### src/design/kskf_pkg.sv
// ----------------------------------------------------------------------------
// kskf_pkg
// Types and constants shared by the scalar speed filter modules.
// ----------------------------------------------------------------------------
package kskf_pkg;

  localparam int SPEED_W = 24;
  localparam int VAR_W   = 32;
  localparam int GAIN_W  = 17;
  localparam int NOISE_W = 16;
  localparam int Q_BITS  = 16;
  localparam int CFG_IDX_W = 4;
  localparam int CFG_DATA_W = 32;
  localparam int MUL_W = 32;

  localparam logic [NOISE_W-1:0] NOISE_RESET = 16'd32768;
  localparam logic [VAR_W-1:0]   INIT_ERROR_RESET = 32'd655360;

  localparam logic [CFG_IDX_W-1:0] REG_PROCESS_NOISE = 4'd0;
  localparam logic [CFG_IDX_W-1:0] REG_INITIAL_ERROR = 4'd1;

  localparam logic OP_UPDATE = 1'b0;
  localparam logic OP_RESET  = 1'b1;

  typedef struct packed {
    logic               operation;
    logic [SPEED_W-1:0] measurement;
    logic [VAR_W-1:0]   meas_variance;
  } item_t;

  typedef struct packed {
    logic [SPEED_W-1:0] speed_estimate;
    logic [VAR_W-1:0]   error_variance;
    logic [GAIN_W-1:0]  gain;
  } result_t;

  typedef enum logic [2:0] {
    ST_IDLE,
    ST_DIV,
    ST_MUL_STEP,
    ST_UPD_X,
    ST_MUL_NOISE,
    ST_SUM,
    ST_DONE
  } state_t;

endpackage

### src/design/scalar_kalman_speed_filter.sv
// ----------------------------------------------------------------------------
// scalar_kalman_speed_filter
// Scalar Kalman filter for a fixed-point speed signal.
// ----------------------------------------------------------------------------
// Usage:
//   item channel (item_valid / item_stall / item): one beat per item, an
//   update (measurement z, variance r) or a filter reset.
//   result channel (result_valid / result_stall / result): one beat per item
//   with the new estimate, error variance and the gain used.
//   cfg channel (cfg_valid / cfg_ready / cfg_index / cfg_data): always ready;
//   index 0 is process_noise, index 1 is initial_error, others are ignored.
// Timing:
//   an update passes the gain divider, one quotient bit per cycle, and then
//   makes three passes through the shared multiplier; a reset item skips both
//   and goes straight to the done state.
//   item_stall is high while an item is in work; one item at a time.
// Reset: rst clears the estimate, loads the error variance and registers
//   with their reset values and drops result_valid.
// Stall: a finished result waits in the output register; the block takes a
//   new item meanwhile, but holds its next result until the register frees.
// ----------------------------------------------------------------------------
module scalar_kalman_speed_filter
  import kskf_pkg::*;
#(
  parameter int FRAC_BITS = 16
) (
  input  logic                  clk,
  input  logic                  rst,
  input  logic                  item_valid,
  output logic                  item_stall,
  input  item_t                 item,
  output logic                  result_valid,
  input  logic                  result_stall,
  output result_t               result,
  input  logic                  cfg_valid,
  output logic                  cfg_ready,
  input  logic [CFG_IDX_W-1:0]  cfg_index,
  input  logic [CFG_DATA_W-1:0] cfg_data
);

  localparam int GW = FRAC_BITS + 1;
  localparam logic [GW-1:0] ONE = {1'b1, {FRAC_BITS{1'b0}}};

  state_t state, state_next;

  logic [NOISE_W-1:0] process_noise;
  logic [VAR_W-1:0]   initial_error;
  logic [SPEED_W-1:0] estimate_reg;
  logic [VAR_W-1:0]   error_reg;
  logic [SPEED_W-1:0] meas;
  logic [GW-1:0]      gain;
  logic [SPEED_W-1:0] diff;
  logic               up;
  logic [VAR_W-1:0]   term;

  logic               accept;
  logic               div_start;
  logic               div_done;
  logic [GW-1:0]      div_q;
  logic [VAR_W:0]     div_denom;
  logic [MUL_W-1:0]   mul_a;
  logic [MUL_W-1:0]   mul_b;
  logic [2*MUL_W-1:0] mul_p;
  logic [SPEED_W-1:0] step;
  logic [VAR_W:0]     pn;
  logic               out_free;

  assign cfg_ready  = 1'b1;
  assign item_stall = (state != ST_IDLE);
  assign accept     = item_valid && !item_stall;
  assign out_free   = !result_valid || !result_stall;
  assign div_start  = accept && (item.operation == OP_UPDATE);
  assign div_denom  = {1'b0, error_reg} + {1'b0, item.meas_variance};
  assign step       = SPEED_W'(mul_p >> FRAC_BITS);
  assign pn         = {1'b0, term} + (VAR_W + 1)'(mul_p >> Q_BITS);

  kskf_div #(.FRAC_BITS(FRAC_BITS)) u_div (
    .clk      (clk),
    .rst      (rst),
    .start    (div_start),
    .numer    (error_reg),
    .denom    (div_denom),
    .done     (div_done),
    .quotient (div_q)
  );

  kskf_mul u_mul (
    .clk (clk),
    .a   (mul_a),
    .b   (mul_b),
    .p   (mul_p)
  );

  always_ff @(posedge clk) begin
    if (rst) begin
      state <= ST_IDLE;
    end else begin
      state <= state_next;
    end
  end

  always_comb begin
    state_next = state;
    mul_a      = '0;
    mul_b      = '0;
    unique case (state)
      ST_IDLE: begin
        if (accept) begin
          state_next = (item.operation == OP_RESET) ? ST_DONE : ST_DIV;
        end
      end
      ST_DIV: begin
        if (div_done) begin
          state_next = ST_MUL_STEP;
        end
      end
      ST_MUL_STEP: begin
        mul_a      = MUL_W'(gain);
        mul_b      = MUL_W'(diff);
        state_next = ST_UPD_X;
      end
      ST_UPD_X: begin
        mul_a      = MUL_W'(ONE - gain);
        mul_b      = error_reg;
        state_next = ST_MUL_NOISE;
      end
      ST_MUL_NOISE: begin
        mul_a      = MUL_W'(estimate_reg);
        mul_b      = MUL_W'(process_noise);
        state_next = ST_SUM;
      end
      ST_SUM: begin
        state_next = ST_DONE;
      end
      ST_DONE: begin
        if (out_free) begin
          state_next = ST_IDLE;
        end
      end
      default: state_next = ST_IDLE;
    endcase
  end

  // config registers
  always_ff @(posedge clk) begin
    if (rst) begin
      process_noise <= NOISE_RESET;
      initial_error <= INIT_ERROR_RESET;
    end else if (cfg_valid && cfg_ready) begin
      if (cfg_index == REG_PROCESS_NOISE) begin
        process_noise <= cfg_data[NOISE_W-1:0];
      end else if (cfg_index == REG_INITIAL_ERROR) begin
        initial_error <= cfg_data[VAR_W-1:0];
      end
    end
  end

  // filter state
  always_ff @(posedge clk) begin
    if (rst) begin
      estimate_reg <= '0;
      error_reg    <= INIT_ERROR_RESET;
    end else if (accept && item.operation == OP_RESET) begin
      estimate_reg <= '0;
      error_reg    <= initial_error;
    end else if (state == ST_UPD_X) begin
      estimate_reg <= up ? (estimate_reg + step) : (estimate_reg - step);
    end else if (state == ST_SUM) begin
      error_reg <= pn[VAR_W] ? '1 : pn[VAR_W-1:0];
    end
  end

  // per-item working registers
  always_ff @(posedge clk) begin
    if (accept) begin
      meas <= item.measurement;
      gain <= '0;
    end
    if (state == ST_DIV && div_done) begin
      gain <= div_q;
      up   <= meas >= estimate_reg;
      diff <= (meas >= estimate_reg) ? (meas - estimate_reg) : (estimate_reg - meas);
    end
    if (state == ST_MUL_NOISE) begin
      term <= VAR_W'(mul_p >> FRAC_BITS);
    end
  end

  // output register
  always_ff @(posedge clk) begin
    if (rst) begin
      result_valid <= 1'b0;
    end else if (state == ST_DONE && out_free) begin
      result_valid <= 1'b1;
    end else if (!result_stall) begin
      result_valid <= 1'b0;
    end
  end

  always_ff @(posedge clk) begin
    if (state == ST_DONE && out_free) begin
      result.speed_estimate <= estimate_reg;
      result.error_variance <= error_reg;
      result.gain           <= GAIN_W'(gain);
    end
  end

endmodule

### src/design/kskf_div.sv
// ----------------------------------------------------------------------------
// kskf_div
// Radix-2 restoring divider for the gain: (p << FRAC_BITS) / (p + r), one
// quotient bit per cycle, quotient 0 for a zero divisor.
// ----------------------------------------------------------------------------
module kskf_div
  import kskf_pkg::*;
#(
  parameter int FRAC_BITS = 16
) (
  input  logic                 clk,
  input  logic                 rst,
  input  logic                 start,
  input  logic [VAR_W-1:0]     numer,
  input  logic [VAR_W:0]       denom,
  output logic                 done,
  output logic [FRAC_BITS:0]   quotient
);

  localparam int GW = FRAC_BITS + 1;
  localparam int CW = $clog2(GW);
  localparam int RW = VAR_W + 2;

  logic [RW-1:0]    rem;
  logic [VAR_W:0]   div;
  logic [GW-1:0]    quo;
  logic [CW-1:0]    count;
  logic             busy;
  logic             zero_div;
  logic             ge;
  logic [RW-1:0]    diff;

  assign ge   = rem >= RW'(div);
  assign diff = ge ? (rem - RW'(div)) : rem;

  always_ff @(posedge clk) begin
    if (rst) begin
      busy  <= 1'b0;
      done  <= 1'b0;
      count <= '0;
    end else begin
      done <= 1'b0;
      if (start) begin
        busy  <= 1'b1;
        count <= '0;
      end else if (busy) begin
        count <= count + 1'b1;
        if (count == CW'(GW - 1)) begin
          busy <= 1'b0;
          done <= 1'b1;
        end
      end
    end
  end

  always_ff @(posedge clk) begin
    if (start) begin
      rem      <= RW'(numer);
      div      <= denom;
      quo      <= '0;
      zero_div <= (denom == '0);
    end else if (busy) begin
      rem <= diff << 1;
      quo <= {quo[GW-2:0], ge};
    end
  end

  assign quotient = zero_div ? '0 : quo;

endmodule

### src/design/kskf_mul.sv
// ----------------------------------------------------------------------------
// kskf_mul
// Shared unsigned multiplier with a registered product.
// ----------------------------------------------------------------------------
module kskf_mul
  import kskf_pkg::*;
(
  input  logic                 clk,
  input  logic [MUL_W-1:0]     a,
  input  logic [MUL_W-1:0]     b,
  output logic [2*MUL_W-1:0]   p
);

  always_ff @(posedge clk) begin
    p <= a * b;
  end

endmodule

### config.mk
export PLATFORM = sky130hd
export DESIGN_NAME = scalar_kalman_speed_filter
export DESIGN_NICKNAME = d
export VERILOG_FILES = /design/src/design/kskf_pkg.sv /design/src/design/scalar_kalman_speed_filter.sv /design/src/design/kskf_div.sv /design/src/design/kskf_mul.sv
export SDC_FILE = /design/constraint.sdc
export NUM_CORES = 2
export LEC_CHECK = 0
export BUFFER_PORTS_ARGS = -buffer_cell sky130_fd_sc_hd__clkbuf_2
export CORE_ASPECT_RATIO = 0.6
export CORE_MARGIN = 2
export CORE_UTILIZATION = 40
export CTS_BUF_LIST = sky130_fd_sc_hd__clkbuf_16
export CTS_CLUSTER_DIAMETER = 80
export CTS_CLUSTER_SIZE = 12
export DETAILED_ROUTE_END_ITERATION = 8
export PLACE_DENSITY_LB_ADDON = 0.1
export SETUP_SLACK_MARGIN = 0.15
export SKIP_CTS_REPAIR_TIMING = 1
export SLEW_MARGIN = 20
export SYNTH_ARGS = -nofsm -noshare
export SYNTH_HDL_FRONTEND = slang
export SYNTH_SLANG_ARGS = --single-unit
### constraint.sdc
create_clock -name clk -period 19 [get_ports clk]
set_clock_uncertainty 0.05 [all_clocks]
set_input_delay 3.8 -clock clk [delete_from_list [all_inputs] [get_ports clk]]
set_output_delay 3.8 -clock clk [all_outputs]
set_load 0.01 [all_outputs]
# After elaboration in Yosys (flattened, before gate mapping)
# Cells that the tools add are included.
word_totals:
  output_inout_bits: 76
  reg_bits: 420
op_classes:
  multipliers: 1
  n_reduce_logical: 23
  order_cmp: 2
  n_addsub: 9
  eq_ne: 13
  mux: 25
  n_bitwise: 3
ops:
  columns: ["cell", "n"]
  rows:
  - ["32-bit 2-to-1 mux", 6]
  - ["32-bit one-hot mux with 3 select lines", 2]
  - ["24-bit subtractor", 3]
  - ["17-bit 2-to-1 mux", 3]
  - ["32-bit by 32-bit multiplier with 49-bit output", 1]
  - ["24-bit 2-to-1 mux", 2]
  - ["34-bit by 33-bit >= comparator with 1-bit output", 1]
  - ["32-bit by 32-bit adder with 33-bit output", 1]
  - ["32-bit by 33-bit adder with 33-bit output", 1]
  - ["33-bit zero test", 1]
  - ["33-bit 2-to-1 mux", 1]
  - ["33-bit subtractor", 1]
  - ["24-bit adder", 1]
  - ["24-bit >= comparator", 1]
  - ["3-bit one-hot mux with 7 select lines", 1]
  - ["17-bit by 17-bit subtractor with 18-bit output, first input constant", 1]
  - ["3-bit 2-to-1 mux", 4]
  - ["3-bit == test, second input constant", 3]
  - ["3-bit by 2-bit == test with 1-bit output, second input constant", 2]
  - ["1-bit 2-to-1 mux", 6]
  - ["2-bit inequality test, second input constant", 3]
  - ["3-bit AND reduction", 2]
  - ["2-bit nonzero test", 3]
  - ["5-bit by 1-bit adder with 5-bit output, second input constant", 1]
  - ["other kinds (14)", 25]

# Longest topological paths before layout
depth:
  ltp_word: 6
  depth_mapped: 38
  ltp_nobuf: 37

# Hierarchy
# From an unflattened synthesis, not the netlist that was laid out.
hier_totals:
  cells_unflattened: 6242
  area_unflattened_um2: 57931.8
modules_own_cells:
  columns: ["module", "n_inst", "seq_area_each_um2", "area_each_um2", "cells_per_inst"]
  rows:
  - ["kskf_mul", 1, 1281.2, 34605.7, 3742]
  - ["scalar_kalman_speed_filter", 1, 7297.0, 17519.3, 1898]
  - ["kskf_div", 1, 2502.4, 5806.8, 602]

# Worst setup path after synthesis
# No wires, ideal clock.
synth_timing:
  path_type: "reg-to-reg"
  from: "register state[1]"
  to: "register u_mul.p[46]"
  required_time_ps: 18832
  stages_incl_launch_ff: 31
  path_slack_ps: 9647
  setup_ps: 118
  period_less_slack_ps: 9353
  t_arrival_ps: 9185
  cell_sequence: "dfxtp_1 -> buf_2 -> nor3b_4 -> clkbuf_1 -> clkbuf_1 -> nand2_1 -> o21ai_0 -> nand2_1 -> fa_1 -> inv_1 -> fa_1 -> fa_1 -> inv_1 -> fa_1 -> inv_1 -> fa_1 -> fa_1 -> fa_1 -> inv_1 -> fa_1 -> inv_1 -> ha_1 -> o21ai_0 -> a21oi_1 -> nand4_1 -> o311ai_2 -> nand3_2 -> a21boi_2 -> a41oi_1 -> o21ba_1 -> xnor2_1"
synth_via:
  elab_chain_len: 3
synth_rtl:
  columns: ["item", "line_no", "rtl"]
  rows:
  - ["start, declared", "scalar_kalman_speed_filter.sv:44", "state_t state, state_next;"]
  - ["start signal, assigned", "scalar_kalman_speed_filter.sv:98", "state <= state_next;"]
  - ["3-bit == test / 3-bit by 2-bit == test with 1-bit output (equally long branches)", "scalar_kalman_speed_filter.sv:106", "unique case (state)"]
  - ["32-bit one-hot mux with 3 select lines", "scalar_kalman_speed_filter.sv:106", null]
  - ["32-bit by 32-bit multiplier with 49-bit output *", "kskf_mul.sv:15", "p <= a * b;"]
  - ["end signal, assigned", "kskf_mul.sv:15", null]
  - ["end, declared", "kskf_mul.sv:11", "output logic [2*MUL_W-1:0] p"]
# Mark *: on every way between the ends. The rest lies on a longest branch, timed or not.
# A chain may end at the register's enable or synchronous reset.

# Worst setup path in the final report
layout_timing:
  from: "register state[0]"
  to: "register u_mul.p[46]"
# The elaborated chain is that of the path after synthesis.

==> results.yml <==
die:
  coreArea_um2: 122000
  io_pins: 174
  start_util: 0.403
  row_count: 99
  die_area_um2: 125000
  die_w_um: 456
  die_h_um: 275
synthesis:
  ys_async_sr_fraction: 0
  synth_area_leaders: "fa_1 (31%), edfxtp_1 (15%), ha_1 (8.9%)"
  ys.flop_type: "edfxtp_1"
  synth_edf_count: 237
  yosysTopAreaCell: "fa_1"
  synth_cells: 5339
  netlist.area_leader.share: 0.313
  netlist_area_um2: 49000
  yosys-top-cells-count: "inv_1 (929), fa_1 (766), nor2_1 (732)"
  synth_area_per_cell_um2: 9.17
  synth_fp_nets: 6550
  ys_seq_elements: 404
  synth.yosys.warnings: 0
  yosysSeqAreaShare: 0.214
  synth.most_common_cell: "inv_1"
  synthDistinctLibCells: 94
detailed_routing:
  ant_nets: 0
  met2WireLength_mm: 62.2
  drt_iter0_markers: 4185
  vias_per_cell: 5.38
  drcViolationCount: 0
  wl_per_cell_um: 25.2
  dr_wl_met3_mm: 24.9
  totalWireLength_mm: 178
  wl_met1_mm: 88.6
  drt_pre_antenna_iters: 6
  vias: 38100
  highest_layer: "met5"
critical_path:
  cp_num_buf_inv: 7
  path_depth: 29
  critPathSlowestCell: "o21a_1"
  critPathTopFamily: "adder cells"
  r2r_setup_slack_ns: 8.08
  max_stage_delay_ns: 0.89
  cp.required_ns: 19.42
  reg2reg_depth: 29
  critPathKind: "reg2reg"
  cp.arrival_ns: 11.34
  path_common_cell: "fa_1"
  critical_path.startpoint_type: "flop"
  cp-end-kind: "flop"
  critical_path_peak_fanout: 53
cells_and_area:
  final_util: 0.437
  largest_register: "result"
  largest_register_ffs: 73
  fillerInstances: 12100
  area_growth_pct: 8.35
  layout-drive-gt1-share: 0.0748
  final_nets: 6637
  reg_top3: "result (73), u_div.rem (34)"
power_and_ir_drop:
  seqPwrFrac: 0.356
  comb_power_share: 0.401
  p_leak_nw: 25.0
  max-vdd-ir-drop_uv: 59.7
  p_sw_frac: 0.401
  p_int_w: 0.00190
  power_density_nw_per_um2: 59.7
  switching_power_w: 0.00127
  clkPwrFrac: 0.243
sta:
  setup_viol: 0
  fmax_ghz: 0.0916
  whs_ns: 0.395
  final-hold-violation-count: 0
  min_period_ns: 10.92
  setup_tns_ns: 0
  slew_viol_final: 0
  tightest_slew_ns: 1.23
  fin_crit_sh: 0.575
  slew_headroom: 0.180
  rsz0062_at_grt: "false"
clock_network:
  cts.root.buffer_cell: "clkbuf_16"
  htreeDepth: 2
  clock_sinks: 404
  numCtsBuffers: 41
  clk_pin_slew_worst_paths_ns: 0.07
  tritoncts: "built"
  insertion_delay_ns: 0.62
  clk_path_buf_depth: 3
worst_hold_path:
  hp-class: "reg2reg"
  hold_depth: 0
placement:
  place_congestion: 0.951
  io_buffers: 172
  dp_hpwl_mm: 145
status:
  status: "finished, final reports clean"
global_routing:
  grt_start_max_net_pins: 62
  antenna_found_initial: 10
  grt_usage: 0.286
  grt_pass1_wl_mm: 262
  grt_pass1_vias: 37200
  overflow: 0
run:
  drv_cap: 0
[power groups by stage]
stage | clock [W] | combinational [W] | sequential [W]
after floorplan | 0 | 0.000882 | 0.00110
after global placement | 0 | 0.00123 | 0.00114
after detailed placement | 0 | 0.00124 | 0.00114
after CTS | 0.000791 | 0.00125 | 0.00112
after global routing | 0.000822 | 0.00138 | 0.00113
final | 0.000769 | 0.00127 | 0.00113
[metrics by stage]
step	total power [W]	worst slack (ns)	instances	area, um^2
2_1_floorplan	0.00198	9.65	5339	49000
3_3_place_gp	0.00238	8.51	6999	51900
3_5_place_dp	0.00238	8.42	6999	51900
4_1_cts	0.00316	8.37	7074	53100
5_1_grt	0.00334	7.73	7075	53100
6_report	0.00317	8.08	7076	53100
[cells in the final DEF (no fill, tap or decap), drive strengths merged, types with 66 or more instances in the layout]
cell and n:
buf 104, xnor2 128, a21oi 291, ha 347, xor2 67, dfxtp 167, edfxtp 237, a21o 81
nand2 492, nor2 732, inv 962, o21ai 139, clkbuf 212, mux2i 66, fa 766
[cells by family (layout without fill, tap and decap cells)]
logic type | count (synthesis) | count (layout) | share of synthesized area
and+or+nand+nor | 1572 | 1572 | 0.139
buffers and inverters | 1161 | 1280 | 0.0894
adders and majority gates | 1113 | 1113 | 0.402
AOI/OAI and AO/OA | 815 | 815 | 0.105
DFF | 404 | 404 | 0.214
xor gates and xnor gates | 195 | 195 | 0.0349
muxes | 78 | 78 | 0.0162
other | 1 | 3 | 0.0000766
[final cells by class]
| type | count | area (um^2) | area share |
|---|---|---|---|
| Multi-Input combinational cell | 3774 | 34300 | 0.646 |
| Sequential cell | 404 | 10500 | 0.197 |
| Inverter | 930 | 3490 | 0.0658 |
| Tap cell | 1616 | 2020 | 0.0381 |
| Timing Repair Buffer | 275 | 1640 | 0.0308 |
| Clock buffer | 41 | 1030 | 0.0193 |
| Clock inverter | 34 | 154 | 0.00290 |
| Antenna cell | 2 | 5.00 | 0.0000943 |
[metal layers]
layer  vias up  track usage
met3       137        0.119
met4         2       0.0381
met2      1712        0.348
li1      17100            -
met1     19100        0.460
met5         -            0
[final timing paths]
path | from | end
setup / recovery | state[0] | u_mul.p[46]
hold / removal | u_mul.p[43] | term[27]
setup reg to reg | state[0] | u_mul.p[46]
hold reg to reg | u_mul.p[43] | term[27]
(Power assumes the default switching activity.)
